<file path="src/rtl/bwco_pkg.sv">
// Shared types, widths, register codes and the pointer bitmap for the
// blit-with-cursor-overlay block. No dependencies.
package bwco_pkg;

  // Field widths
  localparam int COORD_W    = 11;  // signed blit/view offsets
  localparam int PTR_POS_W  = 10;  // pointer column/row
  localparam int SIZE_W     = 11;  // source width/height
  localparam int CNT_W      = 10;  // raster counters
  localparam int COLOR_W    = 32;
  localparam int ADDR_W     = 19;
  localparam int POS_W      = 14;  // signed screen positions, room for compares up to 8191
  localparam int PTR_AXIS_W = 6;   // pointer window axis, up to 64
  localparam int PTR_IDX_W  = 2 * PTR_AXIS_W;

  // Default geometry
  localparam int DEFAULT_FB_WIDTH  = 640;
  localparam int DEFAULT_FB_HEIGHT = 480;
  localparam int DEFAULT_POINTER_W = 12;
  localparam int DEFAULT_POINTER_H = 18;

  // Stream port widths
  localparam int IN_TDATA_W  = 32;
  localparam int OUT_TDATA_W = 56;
  localparam int OUT_TUSER_W = 2;

  // APB port
  localparam int CFG_ADDR_W = 5;
  localparam int CFG_DATA_W = 32;
  localparam int REG_IDX_W  = 3;

  // Register indexes (byte address = 4 * index)
  localparam logic [REG_IDX_W-1:0] REG_BLIT_X      = 3'd0;
  localparam logic [REG_IDX_W-1:0] REG_BLIT_Y      = 3'd1;
  localparam logic [REG_IDX_W-1:0] REG_VIEW_X      = 3'd2;
  localparam logic [REG_IDX_W-1:0] REG_VIEW_Y      = 3'd3;
  localparam logic [REG_IDX_W-1:0] REG_POINTER_COL = 3'd4;
  localparam logic [REG_IDX_W-1:0] REG_POINTER_ROW = 3'd5;
  localparam logic [REG_IDX_W-1:0] REG_SRC_WIDTH   = 3'd6;
  localparam logic [REG_IDX_W-1:0] REG_SRC_HEIGHT  = 3'd7;

  // Register reset values
  localparam logic [PTR_POS_W-1:0] RST_POINTER_COL = 10'd320;
  localparam logic [PTR_POS_W-1:0] RST_POINTER_ROW = 10'd240;
  localparam logic [SIZE_W-1:0]    RST_SRC_SIZE    = 11'd1;
  localparam logic [SIZE_W-1:0]    MAX_SRC_SIZE    = 11'd1024;

  // Pointer bitmap: 12 x 18 pixels, flat index row * 12 + col.
  // Opaque pixels are either white or near-black outline.
  localparam int PTR_ROM_PIXELS = 216;
  localparam int PTR_ROM_IDX_W  = 8;

  localparam logic [COLOR_W-1:0] PTR_COLOR_WHITE = 32'h00FF_FFFF;
  localparam logic [COLOR_W-1:0] PTR_COLOR_EDGE  = 32'h0000_0001;

  // Rows listed bottom first; within a row column 11 is leftmost
  localparam logic [PTR_ROM_PIXELS-1:0] PTR_OPAQUE = {
    12'b000110000000, 12'b001111000000, 12'b001111000011, 12'b000111100111,
    12'b000111101111, 12'b000011111111, 12'b111111111111, 12'b111111111111,
    12'b011111111111, 12'b001111111111, 12'b000111111111, 12'b000011111111,
    12'b000001111111, 12'b000000111111, 12'b000000011111, 12'b000000001111,
    12'b000000000111, 12'b000000000011
  };

  localparam logic [PTR_ROM_PIXELS-1:0] PTR_WHITE = {
    12'b000000000000, 12'b000110000000, 12'b000110000000, 12'b000011000010,
    12'b000011000110, 12'b000001101110, 12'b000001111110, 12'b011111111110,
    12'b001111111110, 12'b000111111110, 12'b000011111110, 12'b000001111110,
    12'b000000111110, 12'b000000011110, 12'b000000001110, 12'b000000000110,
    12'b000000000010, 12'b000000000000
  };

  // Configuration registers as seen by the datapath
  typedef struct packed {
    logic [COORD_W-1:0]   blit_x;
    logic [COORD_W-1:0]   blit_y;
    logic [COORD_W-1:0]   view_x;
    logic [COORD_W-1:0]   view_y;
    logic [PTR_POS_W-1:0] pointer_col;
    logic [PTR_POS_W-1:0] pointer_row;
    logic [SIZE_W-1:0]    src_width;
    logic [SIZE_W-1:0]    src_height;
  } cfg_t;

  // One source pixel with its raster position
  typedef struct packed {
    logic [COLOR_W-1:0] color;
    logic [CNT_W-1:0]   col;
    logic [CNT_W-1:0]   row;
    logic               last;
  } px_t;

  // Framebuffer write for one pixel
  typedef struct packed {
    logic               we;
    logic [ADDR_W-1:0]  addr;
    logic [COLOR_W-1:0] color;
    logic               hit;
  } res_t;

endpackage

</file>
<file path="src/rtl/bwco_cfg_regs.sv">
// APB configuration register file for the blit-with-cursor-overlay block.
// Depends on bwco_pkg.
module bwco_cfg_regs (
  input  logic                           clk,
  input  logic                           rst,
  input  logic                           psel,
  input  logic                           penable,
  input  logic                           pwrite,
  input  logic [bwco_pkg::CFG_ADDR_W-1:0] paddr,
  input  logic [bwco_pkg::CFG_DATA_W-1:0] pwdata,
  output logic [bwco_pkg::CFG_DATA_W-1:0] prdata,
  output logic                           pready,
  output bwco_pkg::cfg_t                 cfg
);
  import bwco_pkg::*;

  logic                 wr;
  logic [REG_IDX_W-1:0] idx;

  assign pready = 1'b1;
  assign wr     = psel && penable && pwrite;
  assign idx    = paddr[CFG_ADDR_W-1:2];

  // Register writes
  always_ff @(posedge clk) begin
    if (rst) begin
      cfg.blit_x      <= '0;
      cfg.blit_y      <= '0;
      cfg.view_x      <= '0;
      cfg.view_y      <= '0;
      cfg.pointer_col <= RST_POINTER_COL;
      cfg.pointer_row <= RST_POINTER_ROW;
      cfg.src_width   <= RST_SRC_SIZE;
      cfg.src_height  <= RST_SRC_SIZE;
    end else if (wr) begin
      case (idx)
        REG_BLIT_X:      cfg.blit_x      <= pwdata[COORD_W-1:0];
        REG_BLIT_Y:      cfg.blit_y      <= pwdata[COORD_W-1:0];
        REG_VIEW_X:      cfg.view_x      <= pwdata[COORD_W-1:0];
        REG_VIEW_Y:      cfg.view_y      <= pwdata[COORD_W-1:0];
        REG_POINTER_COL: cfg.pointer_col <= pwdata[PTR_POS_W-1:0];
        REG_POINTER_ROW: cfg.pointer_row <= pwdata[PTR_POS_W-1:0];
        REG_SRC_WIDTH:   cfg.src_width   <= pwdata[SIZE_W-1:0];
        REG_SRC_HEIGHT:  cfg.src_height  <= pwdata[SIZE_W-1:0];
        default: ;
      endcase
    end
  end

  // Read-back
  always_comb begin
    case (idx)
      REG_BLIT_X:      prdata = CFG_DATA_W'(cfg.blit_x);
      REG_BLIT_Y:      prdata = CFG_DATA_W'(cfg.blit_y);
      REG_VIEW_X:      prdata = CFG_DATA_W'(cfg.view_x);
      REG_VIEW_Y:      prdata = CFG_DATA_W'(cfg.view_y);
      REG_POINTER_COL: prdata = CFG_DATA_W'(cfg.pointer_col);
      REG_POINTER_ROW: prdata = CFG_DATA_W'(cfg.pointer_row);
      REG_SRC_WIDTH:   prdata = CFG_DATA_W'(cfg.src_width);
      REG_SRC_HEIGHT:  prdata = CFG_DATA_W'(cfg.src_height);
      default:         prdata = '0;
    endcase
  end

endmodule

</file>
<file path="src/rtl/bwco_raster.sv">
// Column/row counters that walk the source image in raster order.
// Depends on bwco_pkg.
module bwco_raster (
  input  logic                         clk,
  input  logic                         rst,
  input  logic                         adv,
  input  logic [bwco_pkg::SIZE_W-1:0]  src_width,
  input  logic [bwco_pkg::SIZE_W-1:0]  src_height,
  output logic [bwco_pkg::CNT_W-1:0]   col,
  output logic [bwco_pkg::CNT_W-1:0]   row,
  output logic                         last
);
  import bwco_pkg::*;

  logic [CNT_W-1:0] w_m1;
  logic [CNT_W-1:0] h_m1;
  logic             col_end;
  logic             row_end;

  // Last position per axis; zero acts as one, above 1024 acts as 1024
  function automatic logic [CNT_W-1:0] size_m1(input logic [SIZE_W-1:0] s);
    logic [SIZE_W-1:0] c;
    begin
      if (s == '0) c = RST_SRC_SIZE;
      else if (s > MAX_SRC_SIZE) c = MAX_SRC_SIZE;
      else c = s;
      size_m1 = CNT_W'(c - RST_SRC_SIZE);
    end
  endfunction

  assign w_m1    = size_m1(src_width);
  assign h_m1    = size_m1(src_height);
  assign col_end = col >= w_m1;
  assign row_end = row >= h_m1;
  assign last    = col_end && row_end;

  // Advance one pixel per accepted transaction
  always_ff @(posedge clk) begin
    if (rst) begin
      col <= '0;
      row <= '0;
    end else if (adv) begin
      if (col_end) begin
        col <= '0;
        row <= row_end ? '0 : row + 1'b1;
      end else begin
        col <= col + 1'b1;
      end
    end
  end

`ifndef SYNTHESIS
  a_wrap_at_last: assert property (@(posedge clk) disable iff (rst)
    adv && last |=> col == '0 && row == '0)
    else $error("raster counters did not return to origin after last pixel");

  a_col_step: assert property (@(posedge clk) disable iff (rst)
    adv && !col_end |=> col == $past(col) + 1'b1 && row == $past(row))
    else $error("column counter step wrong");

  a_reset_origin: assert property (@(posedge clk)
    rst |=> col == '0 && row == '0)
    else $error("raster counters not cleared by reset");
`endif

endmodule

</file>
<file path="src/rtl/bwco_pixel.sv">
// Per-pixel placement, clipping, address and pointer overlay logic.
// Purely combinational; depends on bwco_pkg.
module bwco_pixel #(
  parameter int FB_WIDTH  = bwco_pkg::DEFAULT_FB_WIDTH,
  parameter int FB_HEIGHT = bwco_pkg::DEFAULT_FB_HEIGHT,
  parameter int POINTER_W = bwco_pkg::DEFAULT_POINTER_W,
  parameter int POINTER_H = bwco_pkg::DEFAULT_POINTER_H
) (
  input  bwco_pkg::cfg_t cfg,
  input  bwco_pkg::px_t  px,
  output bwco_pkg::res_t res
);
  import bwco_pkg::*;

  localparam logic signed [POS_W-1:0] FB_W_S  = POS_W'(FB_WIDTH);
  localparam logic signed [POS_W-1:0] FB_H_S  = POS_W'(FB_HEIGHT);
  localparam logic signed [POS_W-1:0] PTR_W_S = POS_W'(POINTER_W);
  localparam logic signed [POS_W-1:0] PTR_H_S = POS_W'(POINTER_H);

  logic signed [POS_W-1:0] src_x, src_y;   // image position before view offset
  logic signed [POS_W-1:0] sx, sy;         // screen position
  logic signed [POS_W-1:0] cx, cy;         // position inside pointer window
  logic                    in_fb, in_win, rom_ok, opaque;
  logic [PTR_IDX_W-1:0]    ptr_idx;
  logic [PTR_ROM_IDX_W-1:0] rom_idx;
  logic [ADDR_W-1:0]       addr;

  always_comb begin
    src_x = POS_W'($signed(cfg.blit_x)) + $signed(POS_W'(px.col));
    src_y = POS_W'($signed(cfg.blit_y)) + $signed(POS_W'(px.row));
    sx    = src_x + POS_W'($signed(cfg.view_x));
    sy    = src_y + POS_W'($signed(cfg.view_y));
    // view offset cancels between pixel and pointer origin
    cx    = src_x - $signed(POS_W'(cfg.pointer_col));
    cy    = src_y - $signed(POS_W'(cfg.pointer_row));

    in_fb  = (sx >= 0) && (sy >= 0) && (sx < FB_W_S) && (sy < FB_H_S);
    in_win = (cx >= 0) && (cy >= 0) && (cx < PTR_W_S) && (cy < PTR_H_S);

    // Bitmap lookup; positions past the bitmap read as transparent
    ptr_idx = PTR_IDX_W'(cy[PTR_AXIS_W-1:0]) * PTR_IDX_W'(POINTER_W)
              + PTR_IDX_W'(cx[PTR_AXIS_W-1:0]);
    rom_idx = ptr_idx[PTR_ROM_IDX_W-1:0];
    rom_ok  = in_win && (ptr_idx < PTR_IDX_W'(PTR_ROM_PIXELS));
    opaque  = rom_ok && PTR_OPAQUE[rom_idx];

    addr = ADDR_W'(sy[POS_W-1:0]) * ADDR_W'(FB_WIDTH) + ADDR_W'(sx[POS_W-1:0]);

    res.we    = in_fb;
    res.hit   = in_fb && opaque;
    res.addr  = in_fb ? addr : '0;
    if (!in_fb) res.color = '0;
    else if (opaque) res.color = PTR_WHITE[rom_idx] ? PTR_COLOR_WHITE : PTR_COLOR_EDGE;
    else res.color = px.color;
  end

endmodule

</file>
<file path="src/rtl/blit_with_cursor_overlay.sv">
// Clipped blit with hardware pointer overlay. Source pixels arrive in raster
// order, one per transaction, and leave as framebuffer writes (address,
// colour, write enable, pointer hit, last). The block sustains one pixel per
// clock while the output is not stalled; an accepted pixel passes the input
// register, then the result register, and a stall can hold it in between.
// Placement, clipping, the address multiply and the pointer bitmap lookup
// sit between those two registers. The user must write registers over APB
// only while no pixel is in flight; the block itself does not enforce it.
// Depends on bwco_pkg, bwco_cfg_regs, bwco_raster and bwco_pixel.
module blit_with_cursor_overlay #(
  parameter int FB_WIDTH  = bwco_pkg::DEFAULT_FB_WIDTH,
  parameter int FB_HEIGHT = bwco_pkg::DEFAULT_FB_HEIGHT,
  parameter int POINTER_W = bwco_pkg::DEFAULT_POINTER_W,
  parameter int POINTER_H = bwco_pkg::DEFAULT_POINTER_H
) (
  input  logic                             clk,
  input  logic                             rst,
  // source pixels
  input  logic                             s_tvalid,
  output logic                             s_tready,
  input  logic [bwco_pkg::IN_TDATA_W-1:0]  s_tdata,   // [31:0] pixel_color
  // framebuffer writes
  output logic                             m_tvalid,
  input  logic                             m_tready,
  output logic [bwco_pkg::OUT_TDATA_W-1:0] m_tdata,   // [18:0] fb_address, [50:19] out_color
  output logic [bwco_pkg::OUT_TUSER_W-1:0] m_tuser,   // [0] write_enable, [1] pointer_hit
  output logic                             m_tlast,   // last_pixel
  // configuration
  input  logic                             psel,
  input  logic                             penable,
  input  logic                             pwrite,
  input  logic [bwco_pkg::CFG_ADDR_W-1:0]  paddr,
  input  logic [bwco_pkg::CFG_DATA_W-1:0]  pwdata,
  output logic [bwco_pkg::CFG_DATA_W-1:0]  prdata,
  output logic                             pready
);
  import bwco_pkg::*;

  cfg_t             cfg;
  logic             in_acc;
  logic             out_free;
  logic [CNT_W-1:0] col, row;
  logic             last;
  logic             s1_valid;
  px_t              s1;
  res_t             res;
  res_t             o_res;
  logic             o_last;

  bwco_cfg_regs u_cfg (
    .clk     (clk),
    .rst     (rst),
    .psel    (psel),
    .penable (penable),
    .pwrite  (pwrite),
    .paddr   (paddr),
    .pwdata  (pwdata),
    .prdata  (prdata),
    .pready  (pready),
    .cfg     (cfg)
  );

  // Handshake: result register frees when empty or taken
  assign out_free = !m_tvalid || m_tready;
  assign s_tready = !s1_valid || out_free;
  assign in_acc   = s_tvalid && s_tready;

  bwco_raster u_raster (
    .clk        (clk),
    .rst        (rst),
    .adv        (in_acc),
    .src_width  (cfg.src_width),
    .src_height (cfg.src_height),
    .col        (col),
    .row        (row),
    .last       (last)
  );

  // Input register
  always_ff @(posedge clk) begin
    if (rst) begin
      s1_valid <= 1'b0;
    end else if (in_acc) begin
      s1_valid <= 1'b1;
    end else if (out_free) begin
      s1_valid <= 1'b0;
    end
  end

  always_ff @(posedge clk) begin
    if (in_acc) begin
      s1.color <= s_tdata[COLOR_W-1:0];
      s1.col   <= col;
      s1.row   <= row;
      s1.last  <= last;
    end
  end

  bwco_pixel #(
    .FB_WIDTH  (FB_WIDTH),
    .FB_HEIGHT (FB_HEIGHT),
    .POINTER_W (POINTER_W),
    .POINTER_H (POINTER_H)
  ) u_pixel (
    .cfg (cfg),
    .px  (s1),
    .res (res)
  );

  // Result register
  always_ff @(posedge clk) begin
    if (rst) begin
      m_tvalid <= 1'b0;
    end else if (out_free) begin
      m_tvalid <= s1_valid;
    end
  end

  always_ff @(posedge clk) begin
    if (out_free && s1_valid) begin
      o_res  <= res;
      o_last <= s1.last;
    end
  end

  assign m_tdata = {{(OUT_TDATA_W - ADDR_W - COLOR_W){1'b0}}, o_res.color, o_res.addr};
  assign m_tuser = {o_res.hit, o_res.we};
  assign m_tlast = o_last;

`ifndef SYNTHESIS
  a_clip_zero: assert property (@(posedge clk) disable iff (rst)
    m_tvalid && !m_tuser[0] |-> m_tdata == '0 && !m_tuser[1])
    else $error("clipped pixel carries address, colour or pointer hit");

  a_pending_kept: assert property (@(posedge clk) disable iff (rst)
    s1_valid && !out_free |=> s1_valid)
    else $error("pixel in input register lost while output stalled");

  a_fill_output: assert property (@(posedge clk) disable iff (rst)
    s1_valid && out_free |=> m_tvalid)
    else $error("pixel moved from input register without a result");

  a_reset_empty: assert property (@(posedge clk)
    rst |=> !m_tvalid && !s1_valid)
    else $error("pipeline not empty after reset");
`endif

endmodule
</file>
<file path="config.mk">
export PLATFORM = sky130hd
export DESIGN_NAME = blit_with_cursor_overlay
export DESIGN_NICKNAME = d
export VERILOG_FILES = /design/src/rtl/bwco_pkg.sv /design/src/rtl/bwco_cfg_regs.sv /design/src/rtl/bwco_raster.sv /design/src/rtl/bwco_pixel.sv /design/src/rtl/blit_with_cursor_overlay.sv
export SDC_FILE = /design/constraint.sdc
export NUM_CORES = 1
export LEC_CHECK = 0
export BUFFER_PORTS_ARGS = -buffer_cell sky130_fd_sc_hd__buf_4
export CAP_MARGIN = 0
export CORE_MARGIN = 3
export CORE_UTILIZATION = 45
export DETAILED_ROUTE_END_ITERATION = 10
export PLACE_DENSITY = 0.64
export SLEW_MARGIN = 10
export SYNTH_ARGS = -nofsm -noshare
export SYNTH_HDL_FRONTEND = slang
export SYNTH_HIERARCHICAL = 1
export SYNTH_SLANG_ARGS = --single-unit
</file>
<file path="constraint.sdc">
create_clock -name clk -period 6.2 [get_ports clk]
set_input_delay 0.31 -clock clk [delete_from_list [all_inputs] [get_ports clk]]
set_output_delay 0.31 -clock clk [all_outputs]
set_load 0.05 [all_outputs]
</file>
---- Word-level counts from Yosys, hierarchy flattened ----
Memory sizes are Yosys's and may differ from the RTL's.
Index checks and enable logic that the tools add are counted.
word-level totals
  bits in registers ....................... 215
  memory bits (read-only) ................. 512
  bits of input ports ..................... 76
  output and inout port bits .............. 94
  logic and storage cells ................. 102
  memories kept ........................... 2
memory list
  memory            words  bits a word  read ports  clocked after Yosys merged registers in  wr ports  RTL line          source
  (name not given)  256    1            1           0                                        0         bwco_pixel.sv:45  opaque = rom_ok && PTR_OPAQUE[rom_idx];
  (name not given)  256    1            1           0                                        0         bwco_pixel.sv:53  else if (opaque) res.color = PTR_WHITE[rom_idx] ? PTR_COLOR_WHITE : PTR_COLOR_EDGE;
cells by class
  add/sub/neg operators ................... 12
  $mul .................................... 2
  magnitude comparators ................... 14
  eq/ne operators ......................... 7
  multiplexer cells ....................... 13
  reductions and logical operators ........ 31
operator list
  kind                                                                                  count
  32-bit case mux with 8 select lines                                                   1
  10-bit two-way mux                                                                    6
  14-bit by 1-bit greater-or-equal comparator with 1-bit output, second input constant  4
  32-bit two-way mux                                                                    1
  12-bit by 11-bit adder with 13-bit output                                             2
  12-bit by 11-bit subtractor with 13-bit output                                        2
  11-bit by 11-bit adder with 12-bit output                                             2
  24-bit two-way mux                                                                    1
  11-bit > comparator, second input constant                                            2
  11-bit zero test                                                                      2
  10-bit by 1-bit adder with 10-bit output, second input constant                       2
  10-bit greater-or-equal comparator                                                    2
  10-bit by 1-bit subtractor with 10-bit output, second input constant                  2
  19-bit by 14-bit adder with 19-bit output                                             1
  2-bit AND reduction                                                                   9
  1-bit logical AND                                                                     14
  14-bit by 10-bit less-than comparator with 1-bit output, second input constant        1
  14-bit by 11-bit less-than comparator with 1-bit output, second input constant        1
  14-bit by 5-bit less-than comparator with 1-bit output, second input constant         1
  14-bit by 6-bit less-than comparator with 1-bit output, second input constant         1
  14-bit by 3-bit multiplier with 12-bit output, second input constant                  1
  3-bit equality test, second input constant                                            4
  12-bit by 8-bit less-than comparator with 1-bit output, second input constant         1
  10-bit by 6-bit adder with 11-bit output                                              1
  9 further kinds                                                                       15

---- Depth between registers and ports, before layout ----
  word-level depth ........................ 9
  mapped depth ............................ 25
  mapped depth without buffers ............ 25

---- By module ----
Netlist, hierarchy kept.
by module, submodules not included
  module                    times used  cells each  area each (sq um)  seq. area each (sq um)
  bwco_pixel                1           784         5626.6             0.0
  bwco_cfg_regs             1           494         4142.7             1721.7
  blit_with_cursor_overlay  1           123         3358.2             3253.1
  bwco_raster               1           244         1910.6             400.4

---- Worst setup path before layout ----
No wires, ideal clock.
  kind .................................... register to register
  start point ............................. reg, netlist name u_cfg/cfg[64]
  end point ............................... reg o_res (netlist bit m_tdata[38]) (data pin)
  setup time .............................. 267 ps
  data arrival time ....................... 4615 ps
  required time ........................... 5933 ps
  setup slack ............................. 1317 ps
  stages on the path, launching flop included .. 20
  buffers on the path ..................... 2
  period minus slack after synthesis ...... 4883 ps
  cell sequence ........................... dfxtp_1 -> ha_1 -> inv_1 -> fa_1 -> inv_1 -> fa_1 -> xor2_1 -> fa_1 -> ha_1 -> xor2_1 -> buf_2 -> nor2_1 -> a311o_1 -> a21oi_1 -> o221ai_1 -> mux2i_1 -> and4_1 -> and2_4 -> buf_6 -> o31ai_1
between the ends
  word-level cells in the longest chain between the ends .. 9
  elaborated cells between the ends (all ways) .. 24
  classes of those cells .................. add/sub (4); mul (1); order compare (5); mux (4); reduce/logical (8); memory (2)
RTL lines
  what                                                                                    RTL line                         source
  11-bit by 11-bit adder with 12-bit output *                                             bwco_pixel.sv:30                 src_y = POS_W'($signed(cfg.blit_y)) + $signed(POS_W'(px.row));
  branches (longest 8 deep; another with 12-bit by 11-bit subtractor with 13-bit output)  n/a
  to (signal assigned)                                                                    blit_with_cursor_overlay.sv:121  o_res <= res;
  to (decl)                                                                               blit_with_cursor_overlay.sv:47   res_t o_res;
Mark *: on every way between the ends. The select of a mux whose other input is x is not followed.
A chain may end at the register's enable or synchronous reset.

---- Worst setup path after layout ----
  start point ............................. reg, netlist name u_cfg/cfg[64]
  end point ............................... reg o_res (netlist bit m_tdata[38]) (data pin)
between the ends
  word-level cells in the longest chain between the ends .. 9
  elaborated cells between the ends (all ways) .. 24
  classes of those cells .................. add/sub (4); mul (1); order compare (5); mux (4); reduce/logical (8); memory (2)
RTL lines
  what                                                                                    RTL line
  11-bit by 11-bit adder with 12-bit output *                                             bwco_pixel.sv:30
  branches (longest 8 deep; another with 12-bit by 11-bit subtractor with 13-bit output)  n/a
Marks and branches as above.

==> flow_summary.json <==
{
  "final_hold_viol_count": 0,
  "coreArea_um2": 32700,
  "synthArstFlopShare_pct": 0,
  "cp_common_cell": "fa_1",
  "start_util_pct": 46.0,
  "drt_iter0_drc": 963,
  "fmax_mhz": 170,
  "slowest_delay_ns": 0.53,
  "die_width_um": 189,
  "synth_area_um2": 15000,
  "wl_per_cell_um": 19.0,
  "rr_worst_depth": 18,
  "path_delay_family": "adder cells",
  "vias": 12700,
  "critPathSlowestCell": "fa_1",
  "cts_inserted_buffers": 24,
  "synth-main-ff-cell": "dfxtp_1",
  "grt_pass1_wl_um": 65600,
  "nFillCells": 3067,
  "gr-usage-all-layers_pct": 22.9,
  "timing.rr.end": "m_tdata[38]",
  "drt-total-wl_um": 42100,
  "whs_ns": 0.0394,
  "cp.arrival_ns": 6.23,
  "gp_congestion": 0.914,
  "finalSetupViolations": 0,
  "timing.rr.start": "u_cfg/cfg[64]",
  "viasPerCell": 5.74,
  "worstPathCellList": "ha_1 -> inv_1 -> fa_1 -> inv_1 -> fa_1 -> xor2_1 -> fa_1 -> ha_1 -> xor2_1 -> buf_4 -> nor2_1 -> a21oi_1 -> mux2_2 -> mux4_2 -> mux2i_1 -> and4_1 -> nand4_1 -> o31ai_1",
  "rrSetupSlack_ns": 0.30,
  "drv_slew": 0,
  "clock_latency_ns": 0.54,
  "final_area_um2": 17200,
  "multi_input_area_um2": 8760,
  "critical_path_buf_inv_count": 3,
  "critPathCaptureType": "flop",
  "antenna_found_initial": 0,
  "tns_ns": 0,
  "clk_path_buf_depth": 3,
  "crit_type": "reg2reg",
  "setup_slack_ns": 0.303,
  "netlist_instances": 1645,
  "peakVddDrop_mv": 0.196,
  "io_pins": 170,
  "drc": 0,
  "portBuffers": 119,
  "tritoncts": "done",
  "p_per_area_nw_per_um2": 238,
  "endpoint": "m_tdata[38]",
  "die-height_um": 189,
  "postPlaceCellArea_um2": 16000,
  "ff_latch_area_um2": 5380,
  "yosysSeqAreaShare_pct": 35.7,
  "synth.avg_cell_area_um2": 9.14,
  "required_ns": 6.54,
  "fin_util_pct": 52.5,
  "holdCritPathClass": "in2reg",
  "fin_skew_ns": 0.0279,
  "maxCapViolations": 0,
  "cp_max_fo": 12,
  "grt_max_degree": 93,
  "critPathLaunch": "u_cfg/cfg[64]",
  "ant_nets": 0,
  "synth_edf_count": 107,
  "firstDrtPassIters": 6,
  "synth-seq-cells": 215,
  "cts-root-buf": "clkbuf_16",
  "grt_overflow": 0,
  "startpoint_type": "flop",
  "period_share_pct": 95.1,
  "post_route_cells_drive_above_1_share_pct": 12.2,
  "rsz0062_at_grt": "false",
  "hpwl_um": 31500,
  "min_period_ns": 5.90,
  "clock_sinks": 215,
  "yosys_warnings": 6,
  "nets": 1974,
  "htree_levels": 1,
  "status": "finished, final reports clean",
  "grt_pass1_vias": 12000,
  "worst-path-stages": 18,
  "row_count": 66,
  "die_area_um2": 35600,
  "ctsResizeCount": 0,
  "relSlewSlack_pct": 24.4,
  "cts.reportedPaths.clkPinSlew_ns": 0.06,
  "worst_pin_slew_ns": 1.13,
  "place_ws_ns": 0.365,
  "area_delta_synth_final_pct": 14.2,
  "leakagePower_nw": 7.18,
  "ys_types": 98
}
## kinds of logic after synthesis
logic type / count (synthesis) / synth area share (%)
and+or+nand+nor: 486 / 16.3
AOI/OAI and AO/OA: 439 / 19.1
adders and majority gates: 146 / 12.6
muxes: 70 / 4.95
xor gates and xnor gates: 77 / 4.63
buffers and inverters: 209 / 6.59
other: 3 / 0.0749
DFF: 215 / 35.7
## timing repair
item	4_1_cts	5_1_grt
setup buffers	0	0
hold endpoints to repair	32	0
hold buffers	32	0
## worst min path at each step
stage | from | end | slack (ns) | depth (start not counted)
3_5_place_dp | s1[0] | m_tlast | 0.41 | 0
5_1_grt | s_tvalid | s1_valid | 0.05 | 3
2_1_floorplan | rst | s1_valid | 0.37 | 1
4_1_cts | s_tvalid | s1_valid | 0.02 | 3
6_report | s_tvalid | s1_valid | 0.04 | 3
3_3_place_gp | s1[0] | m_tlast | 0.41 | 0
## synthesized netlist by cell type (11+ instances only)
master | number | area [um2]
nor2_1 | 149 | 559
a21oi_1 | 138 | 691
ha_1 | 136 | 1700
nand2_1 | 114 | 428
dfxtp_1 | 108 | 2160
edfxtp_1 | 107 | 3210
inv_1 | 104 | 390
o21ai_0 | 104 | 521
mux2i_1 | 62 | 621
xnor2_1 | 46 | 403
clkbuf_1 | 43 | 161
nand3_1 | 37 | 185
buf_4 | 35 | 263
xor2_1 | 29 | 254
nor3_1 | 27 | 135
a21o_1 | 26 | 195
nor2b_1 | 26 | 163
a211oi_1 | 22 | 165
o21a_1 | 18 | 135
o31ai_1 | 15 | 113
and3_1 | 14 | 87.6
a221oi_1 | 12 | 105
nand2b_1 | 12 | 75.1
buf_2 | 11 | 55.1
nand4_1 | 11 | 68.8
or3_1 | 11 | 68.8
## layout make-up
class	count	share of cell area, %
tap	442	3.22
clock inverter	12	0.918
timing repair buffer	160	7.46
clock buffer	32	3.73
multi-input combinational	1245	51.0
inverter	106	2.32
sequential	215	31.3
antenna	1	0.0146
## worst min-delay path: stages
cell,delay (ns)
buf_4,0.08
inv_1,0.04
a21oi_2,0.09
## layout by cell type, fill, tap and decap left out, drive strengths merged, types with 12 or more instances in the layout
cell,netlist,final
o31ai,15,15
nor3,29,29
a21oi,139,139
or3,14,14
ha,136,136
xnor2,47,47
nand4,12,12
and3,14,14
a221oi,14,14
clkbuf,48,32
dfxtp,108,108
nand2,115,115
nand2b,13,13
mux2i,62,62
a211oi,23,23
and2,13,13
nand3,37,37
dlygate4sd3,0,32
nor2,156,156
xor2,29,29
conb,3,27
buf,55,128
o21ai,108,108
inv,106,106
a21o,26,26
nor2b,26,26
edfxtp,107,107
o21a,18,18
## flip-flops by register name (all words and copies together), names as in the netlist
name / count
m_tlast: 1
u_raster/row: 10
u_cfg/cfg: 86
m_tdata: 51
m_tuser: 2
s1: 53
m_tvalid: 1
u_raster/col: 10
s1_valid: 1
## report_power, final
part | total, W | switching [W] | internal [W] | leakage [nW]
combinational | 0.00106 | 0.000682 | 0.000377 | 4.88
clock | 0.00144 | 0.000589 | 0.000855 | 0.381
sequential | 0.00158 | 0.0000221 | 0.00156 | 1.92
total | 0.00408 | 0.00129 | 0.00279 | 7.18
## through the flow
| step | cells | power (W) |
|---|---|---|
| 6_report | 2213 | 0.00408 |
| 5_1_grt | 2212 | 0.00425 |
| 4_1_cts | 2212 | 0.00410 |
| 3_5_place_dp | 2136 | 0.00263 |
| 3_3_place_gp | 2136 | 0.00262 |
| 2_1_floorplan | 1669 | 0.00238 |
## routing by layer
metal / track usage (%) / up-vias / share of wire (%)
met1: 31.4 / 6018 / 44
met4: 7.73 / 0 / 3.5
met5: 0 / - / 0
met2: 36.7 / 474 / 45
met3: 3.83 / 78 / 7.5
li1: - / 6135 / -
Power figures use the tool's default switching activity.
